--- config.mk ---
export PLATFORM = sky130hd
export DESIGN_NAME = fbrb_decode
export DESIGN_NICKNAME = d
export VERILOG_FILES = /design/src/hw/rtl/fbrb_pkg.sv /design/src/hw/rtl/fbrb_decode.sv
export SDC_FILE = /design/constraint.sdc
export NUM_CORES = 1
export LEC_CHECK = 0
export BUFFER_PORTS_ARGS = -buffer_cell sky130_fd_sc_hd__buf_2
export CORE_MARGIN = 3
export CORE_UTILIZATION = 38
export DETAILED_ROUTE_END_ITERATION = 16
export SLEW_MARGIN = 40
export SYNTH_ARGS = -nofsm -noshare
export SYNTH_HDL_FRONTEND = slang
export SYNTH_SLANG_ARGS = --single-unit
--- constraint.sdc ---
create_clock -name vclk -period 3.2
set_input_delay 0.32 -clock vclk [all_inputs]
set_output_delay 0.32 -clock vclk [all_outputs]
set_load 0.01 [all_outputs]
--- src/hw/rtl/fbrb_pkg.sv ---
package fbrb_pkg;

   localparam int DEF_SCREEN_WIDTH  = 1024;
   localparam int DEF_SCREEN_HEIGHT = 768;
   localparam int DEF_CONTROL_DEPTH = 64;

   localparam int ADDR_W     = 21;
   localparam int CTRL_IDX_W = 6;
   localparam int PAL_IDX_W  = 8;
   localparam int PAL_DEPTH  = 256;
   localparam int COLOR_W    = 24;

   localparam logic [ADDR_W-1:0] ROM_END    = 21'h000100;
   localparam logic [ADDR_W-1:0] CTRL_BASE  = 21'h003000;
   localparam int                CTRL_LIMIT = 'h3100;
   localparam logic [ADDR_W-1:0] PAL_BASE   = 21'h004000;
   localparam logic [ADDR_W-1:0] PAL_LIMIT  = 21'h004400;

   localparam logic [31:0] MAGIC_WORD       = 32'h0c007ca1;
   localparam logic [31:0] DEVICE_SIGNATURE = 32'h4b494e36;
   localparam logic [63:0] NAME_LO          = 64'h6266776f_6e6e696b;
   localparam logic [15:0] NAME_HI          = 16'h382c;
   localparam logic [31:0] FEATURE_BITS     = 32'h00000001;
   localparam int          FEATURE_IDX      = 8;

   typedef enum logic [1:0] {
      OP_READ   = 2'd0,
      OP_WRITE  = 2'd1,
      OP_LOOKUP = 2'd2
   } opcode_type;

   typedef enum logic [1:0] {
      SIZE_1 = 2'd0,
      SIZE_2 = 2'd1,
      SIZE_4 = 2'd2,
      SIZE_8 = 2'd3
   } size_type;

   typedef struct packed {
      logic                  err;
      logic                  rom_rd;
      logic                  ctrl_rd;
      logic                  ctrl_wr;
      logic                  pal_wr;
      logic                  lookup;
      logic [CTRL_IDX_W-1:0] ctrl_index;
      logic [PAL_IDX_W-1:0]  pal_index;
      logic [63:0]           rom_data;
   } decode_type;

   // identification ROM, one byte per offset, zero beyond the name field
   function automatic logic [7:0] rom_byte(input logic [7:0] a);
      logic [7:0] r;
      r = 8'h00;
      if (a < 8'd4) begin
         r = MAGIC_WORD[{a[1:0], 3'b000} +: 8];
      end else if (a < 8'd8) begin
         r = DEVICE_SIGNATURE[{a[1:0], 3'b000} +: 8];
      end else if (a < 8'd16) begin
         r = NAME_LO[{a[2:0], 3'b000} +: 8];
      end else if (a < 8'd18) begin
         r = NAME_HI[{a[0], 3'b000} +: 8];
      end
      return r;
   endfunction

endpackage

--- src/hw/rtl/fbrb_decode.sv ---
module fbrb_decode #(
   parameter int CONTROL_DEPTH = fbrb_pkg::DEF_CONTROL_DEPTH
) (
   input  logic [1:0]                    opcode,
   input  logic [fbrb_pkg::ADDR_W-1:0]   address,
   input  logic [1:0]                    size_log2,
   output fbrb_pkg::decode_type          dec
);

   localparam int CtrlEndRaw = 'h3000 + 4 * CONTROL_DEPTH;
   localparam int CtrlEnd    = (CtrlEndRaw > fbrb_pkg::CTRL_LIMIT) ?
                               fbrb_pkg::CTRL_LIMIT : CtrlEndRaw;

   logic [3:0]                  nbytes;
   logic [3:0]                  mask;
   logic                        aligned;
   logic                        word_size;
   logic                        in_rom;
   logic                        ctrl_hit;
   logic                        pal_hit;
   logic [fbrb_pkg::ADDR_W-1:0] ctrl_off;
   logic [63:0]                 rom_bytes;

   assign nbytes    = 4'd1 << size_log2;
   assign mask      = nbytes - 4'd1;
   assign aligned   = (address[2:0] & mask[2:0]) == 3'b000;
   assign word_size = size_log2 == fbrb_pkg::SIZE_4;
   assign in_rom    = address < fbrb_pkg::ROM_END;
   assign ctrl_hit  = (address >= fbrb_pkg::CTRL_BASE) &&
                      (address < fbrb_pkg::ADDR_W'(CtrlEnd));
   assign pal_hit   = (address >= fbrb_pkg::PAL_BASE) && (address < fbrb_pkg::PAL_LIMIT);
   assign ctrl_off  = address - fbrb_pkg::CTRL_BASE;

   // gather up to eight ROM bytes little-endian, lanes past the size stay zero
   always_comb begin
      rom_bytes = '0;
      for (int k = 0; k < 8; k++) begin
         if (4'(k) < nbytes) begin
            rom_bytes[8*k +: 8] = fbrb_pkg::rom_byte(address[7:0] + 8'(k));
         end
      end
   end

   always_comb begin
      dec            = '0;
      dec.err        = 1'b1;
      dec.ctrl_index = ctrl_off[fbrb_pkg::CTRL_IDX_W+1:2];
      dec.pal_index  = address[fbrb_pkg::PAL_IDX_W+1:2];
      unique case (opcode)
         fbrb_pkg::OP_READ: begin
            if (aligned && in_rom) begin
               dec.err      = 1'b0;
               dec.rom_rd   = 1'b1;
               dec.rom_data = rom_bytes;
            end else if (aligned && word_size && ctrl_hit) begin
               dec.err     = 1'b0;
               dec.ctrl_rd = 1'b1;
            end
         end
         fbrb_pkg::OP_WRITE: begin
            if (aligned && word_size && ctrl_hit) begin
               dec.err     = 1'b0;
               dec.ctrl_wr = 1'b1;
            end else if (aligned && word_size && pal_hit) begin
               dec.err    = 1'b0;
               dec.pal_wr = 1'b1;
            end
         end
         fbrb_pkg::OP_LOOKUP: begin
            dec.err    = 1'b0;
            dec.lookup = 1'b1;
         end
         default: begin
            dec.err = 1'b1;
         end
      endcase
   end

endmodule

==> results_dict.tcl <==
set metrics [dict create \
    crit_fanout 7 \
    p_leak_nw 1.63 \
    hold_viol 0 \
    drcViolationCount 0 \
    ios 109 \
    coreArea_um2 7770 \
    hold_buffers 0 \
    vias 4044 \
    placed_area_um2 3660 \
    grt_setup_unrepaired "false" \
    syn_area_um2 3040 \
    place_congestion 0.941 \
    fin_nets 645 \
    initial_core_util 0.392 \
    num-clock-buffers 0 \
    multi_input_area_um2 2690 \
    tightestPinTransition_ns 0.775 \
    fp.dieW_um 95.5 \
    arrival_ns 2.70 \
    yosysWarnings 0 \
    dieArea_um2 9120 \
    antenna_found_initial 0 \
    grt_max_degree 27 \
    hold_end "dec[70]" \
    seq_cell_count 0 \
    cts_setup_buffers 0 \
    totalWireLength_um 10700 \
    clockPowerShare 0 \
    holdPathStages 2 \
    cts.repair.resized 0 \
    fillers 858 \
    gr-total-overflow 0 \
    max-slew-margin-rel 0.483 \
    dr.pass1.iters 6 \
    track_usage 0.223 \
    seq_area_um2 0 \
    grt_pass1_vias 3491 \
    critPathRequiredTime_ns 2.88 \
    p_int_w 0.000172 \
    fin_crit_sh 0.944 \
    netlist-cell-type-count 63 \
    fmax_mhz 331 \
    p_per_area_nw_per_um2 130 \
    wl_per_cell_um 15.3 \
    port_buffers 109 \
    dpl.hpwl_um 8400 \
    seq_power_share 0 \
    drt_iter0_drc 327 \
    drive_above_1_share 0.269 \
    drtAntennaViolNets 0 \
    synth_nets 549 \
    drv_cap 0 \
    grt_pass1_wl_um 17000 \
    cp-start-kind "input port" \
    crit_type "input port to output pin" \
    p_sw_w 0.000302 \
    fin_tns_setup_ns 0 \
    finalSetupViolCount 0 \
    die_h_um 95.5 \
    holdWs_ns 0.845 \
    avgSynthCellArea_um2 6.04 \
    period_needed_ns 3.02 \
    pwr-share-comb 1.000 \
    run_status "completed" \
    slew_violations 0 \
    synth_cells 504 \
    holdCritPathClass "input port to output pin" \
    rows 32 \
    seq_area_frac_synth 0 \
    sw_frac_of_total 0.637 \
    power.total_w 0.000473 \
    worst_setup_path_end_kind "output pin" \
    post_drt_via_cell_ratio 5.78 \
    hold_start "address[8]" \
    vdd_drop_max_mv 0.0812 \
    synthToLayoutAreaGrowth_pct 20.1 \
    diodes 0 \
    fin_area_um2 3660 \
]
## Yosys cell counts (all sizes together) (6+ instances only)
cell / number / share of area
xor2: 8 / 0.023
inv: 13 / 0.016
buf: 21 / 0.051
a2111oi: 6 / 0.025
clkbuf: 26 / 0.049
a31oi: 6 / 0.012
nor2b: 10 / 0.021
nand2: 57 / 0.070
nor4: 8 / 0.021
xnor2: 24 / 0.069
nor3: 18 / 0.030
nor2: 81 / 0.10
nand2b: 8 / 0.016
and3: 6 / 0.013
or2: 6 / 0.012
a21oi: 56 / 0.092
nand3: 16 / 0.026
a211oi: 13 / 0.032
o22ai: 6 / 0.012
o21ai: 29 / 0.049
ha: 20 / 0.082
## how the worst max path moves through the flow
stage / from / end / depth (start not counted)
2_1_floorplan: address[1] / dec[56] / 9
6_report: size_log2[0] / dec[33] / 10
3_3_place_gp: size_log2[0] / dec[33] / 10
5_1_grt: size_log2[0] / dec[33] / 10
3_5_place_dp: size_log2[0] / dec[33] / 10
4_1_cts: size_log2[0] / dec[33] / 10
## worst max-delay path: stages
cell and delay (ns):
buf_2 0.14, or2_2 0.31, ha_1 0.28, or2b_2 0.10, nand4_1 0.12, or3_4 0.38, nand3b_1 0.28, or3_4 0.45
nor3_1 0.17, buf_2 0.15
## area by class of cell
type / count / share of cell area
inverter: 15 / 0.0154
multi-input combinational: 442 / 0.735
tap: 102 / 0.0349
timing repair buffer: 141 / 0.215
## power groups by stage
stage | Clock [W] | Combinational, W | Sequential (W)
global route | 0 | 0.000522 | 0
detailed placement | 0 | 0.000464 | 0
finish | 0 | 0.000473 | 0
global placement | 0 | 0.000462 | 0
floorplan | 0 | 0.000344 | 0
CTS | 0 | 0.000466 | 0
## metrics by stage
step / instances / util / worst slack, ns
2_1_floorplan: 504 / - / 0.383
3_3_place_gp: 700 / 0.471 / 0.215
3_5_place_dp: 700 / 0.471 / 0.181
4_1_cts: 700 / 0.471 / 0.176
5_1_grt: 700 / 0.471 / 0.0313
6_report: 700 / 0.471 / 0.180
## layout by cell type (no fill, tap or decap), types with 10 or more instances in the layout
master	count
buf_4	32
a211oi_1	13
nand2_1	57
o21ai_0	27
inv_1	11
xnor2_1	24
ha_1	20
nor2b_1	10
a21oi_1	56
nor2_1	81
buf_2	109
nand3_1	16
nor3_1	18
## layer usage
layer | track usage | wire length, µm | vias up
met3 | 0.00631 | 729 | 18
li1 | - | - | 1989
met4 | 0.0391 | 172 | 0
met1 | 0.320 | 4950 | 1870
met5 | 0 | 0 | -
met2 | 0.374 | 4890 | 167
## logic make-up (layout without fill, tap and decap cells)
logic type | Yosys count | after routing | share of synthesized area
and+or+nand+nor | 234 | 234 | 0.377
AOI/OAI and AO/OA | 154 | 154 | 0.325
adders and majority gates | 21 | 21 | 0.0855
xor gates and xnor gates | 32 | 32 | 0.0921
buffers and inverters | 62 | 156 | 0.118
muxes | 1 | 1 | 0.00329
No activity file was read; power rests on OpenSTA's default activity.
