**src/hw/rtl/fbrb_pkg.sv**
```systemverilog
package fbrb_pkg;

   localparam int DEF_SCREEN_WIDTH  = 1024;
   localparam int DEF_SCREEN_HEIGHT = 768;
   localparam int DEF_CONTROL_DEPTH = 64;

   localparam int ADDR_W     = 21;
   localparam int CTRL_IDX_W = 6;
   localparam int PAL_IDX_W  = 8;
   localparam int PAL_DEPTH  = 256;
   localparam int COLOR_W    = 24;

   localparam logic [ADDR_W-1:0] ROM_END    = 21'h000100;
   localparam logic [ADDR_W-1:0] CTRL_BASE  = 21'h003000;
   localparam int                CTRL_LIMIT = 'h3100;
   localparam logic [ADDR_W-1:0] PAL_BASE   = 21'h004000;
   localparam logic [ADDR_W-1:0] PAL_LIMIT  = 21'h004400;

   localparam logic [31:0] MAGIC_WORD       = 32'h0c007ca1;
   localparam logic [31:0] DEVICE_SIGNATURE = 32'h4b494e36;
   localparam logic [63:0] NAME_LO          = 64'h6266776f_6e6e696b;
   localparam logic [15:0] NAME_HI          = 16'h382c;
   localparam logic [31:0] FEATURE_BITS     = 32'h00000001;
   localparam int          FEATURE_IDX      = 8;

   typedef enum logic [1:0] {
      OP_READ   = 2'd0,
      OP_WRITE  = 2'd1,
      OP_LOOKUP = 2'd2
   } opcode_type;

   typedef enum logic [1:0] {
      SIZE_1 = 2'd0,
      SIZE_2 = 2'd1,
      SIZE_4 = 2'd2,
      SIZE_8 = 2'd3
   } size_type;

   typedef struct packed {
      logic                  err;
      logic                  rom_rd;
      logic                  ctrl_rd;
      logic                  ctrl_wr;
      logic                  pal_wr;
      logic                  lookup;
      logic [CTRL_IDX_W-1:0] ctrl_index;
      logic [PAL_IDX_W-1:0]  pal_index;
      logic [63:0]           rom_data;
   } decode_type;

   // identification ROM, one byte per offset, zero beyond the name field
   function automatic logic [7:0] rom_byte(input logic [7:0] a);
      logic [7:0] r;
      r = 8'h00;
      if (a < 8'd4) begin
         r = MAGIC_WORD[{a[1:0], 3'b000} +: 8];
      end else if (a < 8'd8) begin
         r = DEVICE_SIGNATURE[{a[1:0], 3'b000} +: 8];
      end else if (a < 8'd16) begin
         r = NAME_LO[{a[2:0], 3'b000} +: 8];
      end else if (a < 8'd18) begin
         r = NAME_HI[{a[0], 3'b000} +: 8];
      end
      return r;
   endfunction

endpackage

```
**src/hw/rtl/fbrb_ctrl_regs.sv**
```systemverilog
module fbrb_ctrl_regs #(
   parameter int SCREEN_WIDTH  = fbrb_pkg::DEF_SCREEN_WIDTH,
   parameter int SCREEN_HEIGHT = fbrb_pkg::DEF_SCREEN_HEIGHT,
   parameter int CONTROL_DEPTH = fbrb_pkg::DEF_CONTROL_DEPTH
) (
   input  logic                            clock,
   input  logic                            reset,
   input  logic                            wr_en,
   input  logic [fbrb_pkg::CTRL_IDX_W-1:0] index,
   input  logic [31:0]                     wr_data,
   output logic [31:0]                     rd_data
);

   localparam int          IdxW     = $clog2(CONTROL_DEPTH);
   localparam logic [31:0] SizeWord = 32'((SCREEN_HEIGHT << 12) | SCREEN_WIDTH);
   localparam logic [31:0] VramWord = 32'(SCREEN_WIDTH * SCREEN_HEIGHT);

   logic [31:0]              mem_ff [CONTROL_DEPTH];
   logic [CONTROL_DEPTH-1:0] vld_ff;
   logic [31:0]              rd_mem_ff;
   logic                     rd_vld_ff;
   logic [31:0]              rd_dflt_ff;
   logic [IdxW-1:0]          idx;
   logic [31:0]              dflt;

   assign idx = index[IdxW-1:0];

   // reset contents of the word, used until the word is first written
   always_comb begin
      if (idx == IdxW'(0)) begin
         dflt = SizeWord;
      end else if (idx == IdxW'(1)) begin
         dflt = VramWord;
      end else if (idx == IdxW'(fbrb_pkg::FEATURE_IDX)) begin
         dflt = fbrb_pkg::FEATURE_BITS;
      end else begin
         dflt = 32'h0;
      end
   end

   always_ff @(posedge clock) begin
      if (wr_en) begin
         mem_ff[idx] <= wr_data;
      end
      rd_mem_ff  <= mem_ff[idx];
      rd_dflt_ff <= dflt;
   end

   always_ff @(posedge clock) begin
      if (reset) begin
         vld_ff    <= '0;
         rd_vld_ff <= 1'b0;
      end else begin
         if (wr_en) begin
            vld_ff[idx] <= 1'b1;
         end
         rd_vld_ff <= vld_ff[idx];
      end
   end

   assign rd_data = rd_vld_ff ? rd_mem_ff : rd_dflt_ff;

endmodule

```
**config.mk**
```make
export PLATFORM = sky130hd
export DESIGN_NAME = fbrb_ctrl_regs
export DESIGN_NICKNAME = d
export VERILOG_FILES = /design/src/hw/rtl/fbrb_pkg.sv /design/src/hw/rtl/fbrb_ctrl_regs.sv
export SDC_FILE = /design/constraint.sdc
export NUM_CORES = 2
export LEC_CHECK = 0
export BUFFER_PORTS_ARGS = -buffer_cell sky130_fd_sc_hd__buf_2
export CORE_MARGIN = 1
export CORE_UTILIZATION = 25
export CTS_BUF_LIST = sky130_fd_sc_hd__clkbuf_4
export DETAILED_ROUTE_END_ITERATION = 7
export HOLD_SLACK_MARGIN = 0.02
export PLACE_DENSITY_LB_ADDON = 0.15
export SLEW_MARGIN = 20
export SYNTH_ARGS = -nofsm -noshare
export SYNTH_HDL_FRONTEND = slang
export SYNTH_SLANG_ARGS = --single-unit
export TNS_END_PERCENT = 10
```
**constraint.sdc**
```tcl
create_clock -name clock -period 4.05 [get_ports clock]
set_input_delay 0.405 -clock clock [delete_from_list [all_inputs] [get_ports clock]]
set_output_delay 0.405 -clock clock [all_outputs]
set_load 0.01 [all_outputs]
```
==> summary.md <==
| Metric | Value |
|---|---|
| Status | `finished, final reports clean` |
| Synthesized cell area | `around 80,000 µm²` |
| Initial antenna violation count | `59` |
| Tmin final | `3.37 ns` |
| Pwr dens | `479 nW/µm²` |
| Final setup margin | `0.682 ns` |
| CP Launch Type | `register` |
| CP max FO | `18` |
| Dpl cells | `between 8k and 9k` |
| HP Class | `input port to register` |
| Final net count | `around 4.5k` |
| DP HPWL | `about 150,000 µm` |
| Number of global-route vias before repair | `44.0k` |
| Core ar. | `321,000 µm²` |
| Fmax | `about 300 MHz` |
| First-pass GRT wire length | `358,000 µm` |
| Highest-delay cell along the critical path | `dfxtp_2` |
| Final Routed Wirelength | `260,000 µm` |
| Clock latency on the worst-skew pair | `about 1.3 ns` |
| Post-Layout Cell Count | `about 9k` |
| Vias per cell | `about 4.6` |
| TritonRoute pass-1 iters | `5` |
| Row count | `approximately 210` |
| Critical-path cell list | `buf_4 > nand2b_1 > nand2_1 > buf_2` |
| Maximum root-to-sink buffer count | `4` |
| Clk slew on worst S/H paths | `around 0.060 ns` |
| Final Wtd Congestion | `between 0.7 and 0.8` |
| Min Hold Slack | `between 0.15 and 0.2 ns` |
| Initial core utilization | `between 20% and 30%` |
| Avg Synthesized Cell Area | `around 22 µm²` |
| Slew of the pin with the lowest slew margin | `approximately 1.1 ns` |
| Total power | `0.0466 W` |
| Clock skew | `between 0.06 and 0.07 ns` |
| Crit-path max cell delay | `just under 0.6 ns` |
| Cells after synthesis | `approximately 3.6k` |
| Layout area overhead | `20.7%` |
| Post-CTS Setup Bufs | `0` |
| Net Count, Synth | `3,642` |
| Leak Pwr | `a little over 30 nW` |
| Die Area | `324,000 µm²` |
| GRT Total Usage | `roughly 16%` |
| Part of the cycle the worst path needs | `between 80 and 90%` |
| IO Pins | `between 70 and 80` |
| Place WS | `approximately 0.60 ns` |
| Critical path data arrival time | `slightly below 3 ns` |
| # setup viols final | `0` |
| Seq cells post-synth | `approximately 2.1k` |
| Largest net degree at the start of global routing | `65` |
| Htree depth | `6` |
| Number of buffers created by CTS | `587` |
| PortBufs | `a little over 70` |
| Die Y | `570 µm` |
| Final ANT Viol Nets | `0` |
| CTS tree | `built` |
| Req. time, crit path | `about 3.6 ns` |
| Critical setup path kind | `register to output pin` |
| Total grt overflow | `0` |
| Synth warn | `0` |
| DRT iter0 DRCs | `about 3.7k` |
| Setup repair after global routing missed its margin | `false` |
| Hold Vio Cnt, Final | `0` |
| Sequential share of the synthesized area | `~79%` |
| Die X | `570 µm` |
| Count of cell types in the netlist | `35` |
| CTS root buf | `clkbuf_4` |
| Max Transition Viols Final | `0` |
| Share of layout cells above drive strength 1 | `39.6%` |
| # DRC | `0` |
| Vias | `41.8k` |
| Slew headroom | `25.6%` |
| Num Clock Sinks | `roughly 2.1k` |
| Crit path capture type | `output pin` |
| Max IR drop VDD | `0.185 mV` |
| Max cap viols | `0` |
| DR WL/cell | `roughly 28 µm` |
## cell type report
type,instances,area [µm²]
Tap cell,4305,5390
Clock inverter,144,903
Multi-Input combinational cell,1242,16500
Sequential cell,2148,63500
Timing Repair Buffer,440,4300
Clock buffer,872,6550
Fill cell,31300,224000
Antenna cell,29,72.6
Inverter,1,3.75
## repair_timing
action                    4_1_cts  5_1_grt
resized for setup               0        0
hold endpoints to repair     2811        0
hold buffers                   51        0
## layer usage
layer  part of all wire (%)  wire length, µm  vias up  track usage (%)
met2                     48           125000     1324             25.8
met1                     44           115000    22700             21.4
met3                    5.3            13700      406             3.11
li1                       -                -    17400                -
met5                  0.027               69        -                0
met4                    2.2             5740       12             4.75
## critical path, delay by kind of cell (launching register included)
| family | cells | cell delay (ns) |
|---|---|---|
| buffers and inverters | 2 | 0.59 |
| flip-flops | 1 | 0.59 |
| AND/OR/NAND/NOR | 2 | 0.45 |
## Yosys cell counts (all sizes together)
library cell	number	area share, %
dfxtp	100	2.5
o32ai	1	0.011
a31o	1	0.011
a2111oi	1	0.011
nand3b	1	0.0093
or3	2	0.016
nor2b	8	0.062
mux4	525	15
o41ai	1	0.011
nand2b	7	0.054
a32oi	2	0.022
o211ai	1	0.0093
clkbuf	117	0.55
mux2i	7	0.087
nor3	7	0.043
and3	1	0.0078
and2	28	0.22
edfxtp	2048	76
nand3	8	0.050
inv	1	0.0047
a31oi	6	0.047
a22oi	256	2.4
buf	93	0.72
or4	32	0.30
nand2	22	0.10
and3b	1	0.011
or2	1	0.0078
nor2	189	0.88
a2bb2oi	2	0.022
or3b	1	0.011
a21oi	128	0.80
mux2	3	0.042
## kinds of logic (layout without fill, tap and decap cells)
kind of cell | Yosys count | count (layout) | share of synthesized area, %
flip-flops | 2148 | 2148 | 78.8
multiplexers | 535 | 535 | 14.8
AO/OA/AOI/OAI | 399 | 399 | 3.32
AND/OR/NAND/NOR | 308 | 308 | 1.77
buffers and inverters | 211 | 1457 | 1.27
other | 0 | 29 | 0
## layout by cell type (no fill, tap or decap), types with 8 or more instances in the layout
cell,instances
and2_1,27
buf_4,238
buf_2,67
clkinv_2,14
inv_2,13
a22oi_1,256
nor2_1,130
or4_1,32
clkinvlp_4,10
edfxtp_1,2048
a21oi_1,128
nand2_1,21
clkbuf_4,872
buf_12,82
dlygate4sd3_1,51
bufinv_16,10
nor2_4,59
diode_2,29
nand3_1,8
dfxtp_1,99
mux4_2,525
clkinv_1,88
## per-stage QoR
| step | area [µm²] | TNS, ns | util (%) |
|---|---|---|---|
| 3_5_place_dp | 89200 | 0 | 27.8 |
| 3_3_place_gp | 89200 | 0 | 27.8 |
| 5_1_grt | 97200 | 0 | 30.3 |
| 2_1_floorplan | 80600 | -28.93 | - |
| 6_report | 97300 | 0 | 30.3 |
| 4_1_cts | 97200 | 0 | 30.3 |
## path summary, 6_finish.rpt
kind                             startpoint        endpoint  slack (ns)  cells after the start
worst max-delay path              rd_vld_ff     rd_data[19]        0.68                      4
worst min-delay path            wr_data[12]  mem_ff[25][12]        0.17                      2
worst max register to register   vld_ff[22]       rd_vld_ff        1.69                      6
worst min register to register   vld_ff[10]      vld_ff[10]        0.47                      2
## where the power goes
part           leakage, nW  switching, W  total [W]  internal [W]
sequential            19.2      0.000104     0.0246        0.0245
combinational         7.09       0.00149    0.00238      0.000887
clock                 4.44       0.00917     0.0196        0.0105
## sequential cells by signal, summed over array words and instances, names as in the netlist
signal / cells
mem_ff: 2048
rd_dflt_ff: 3
rd_mem_ff: 32
vld_ff: 64
rd_vld_ff: 1
(Power assumes the default switching activity.)
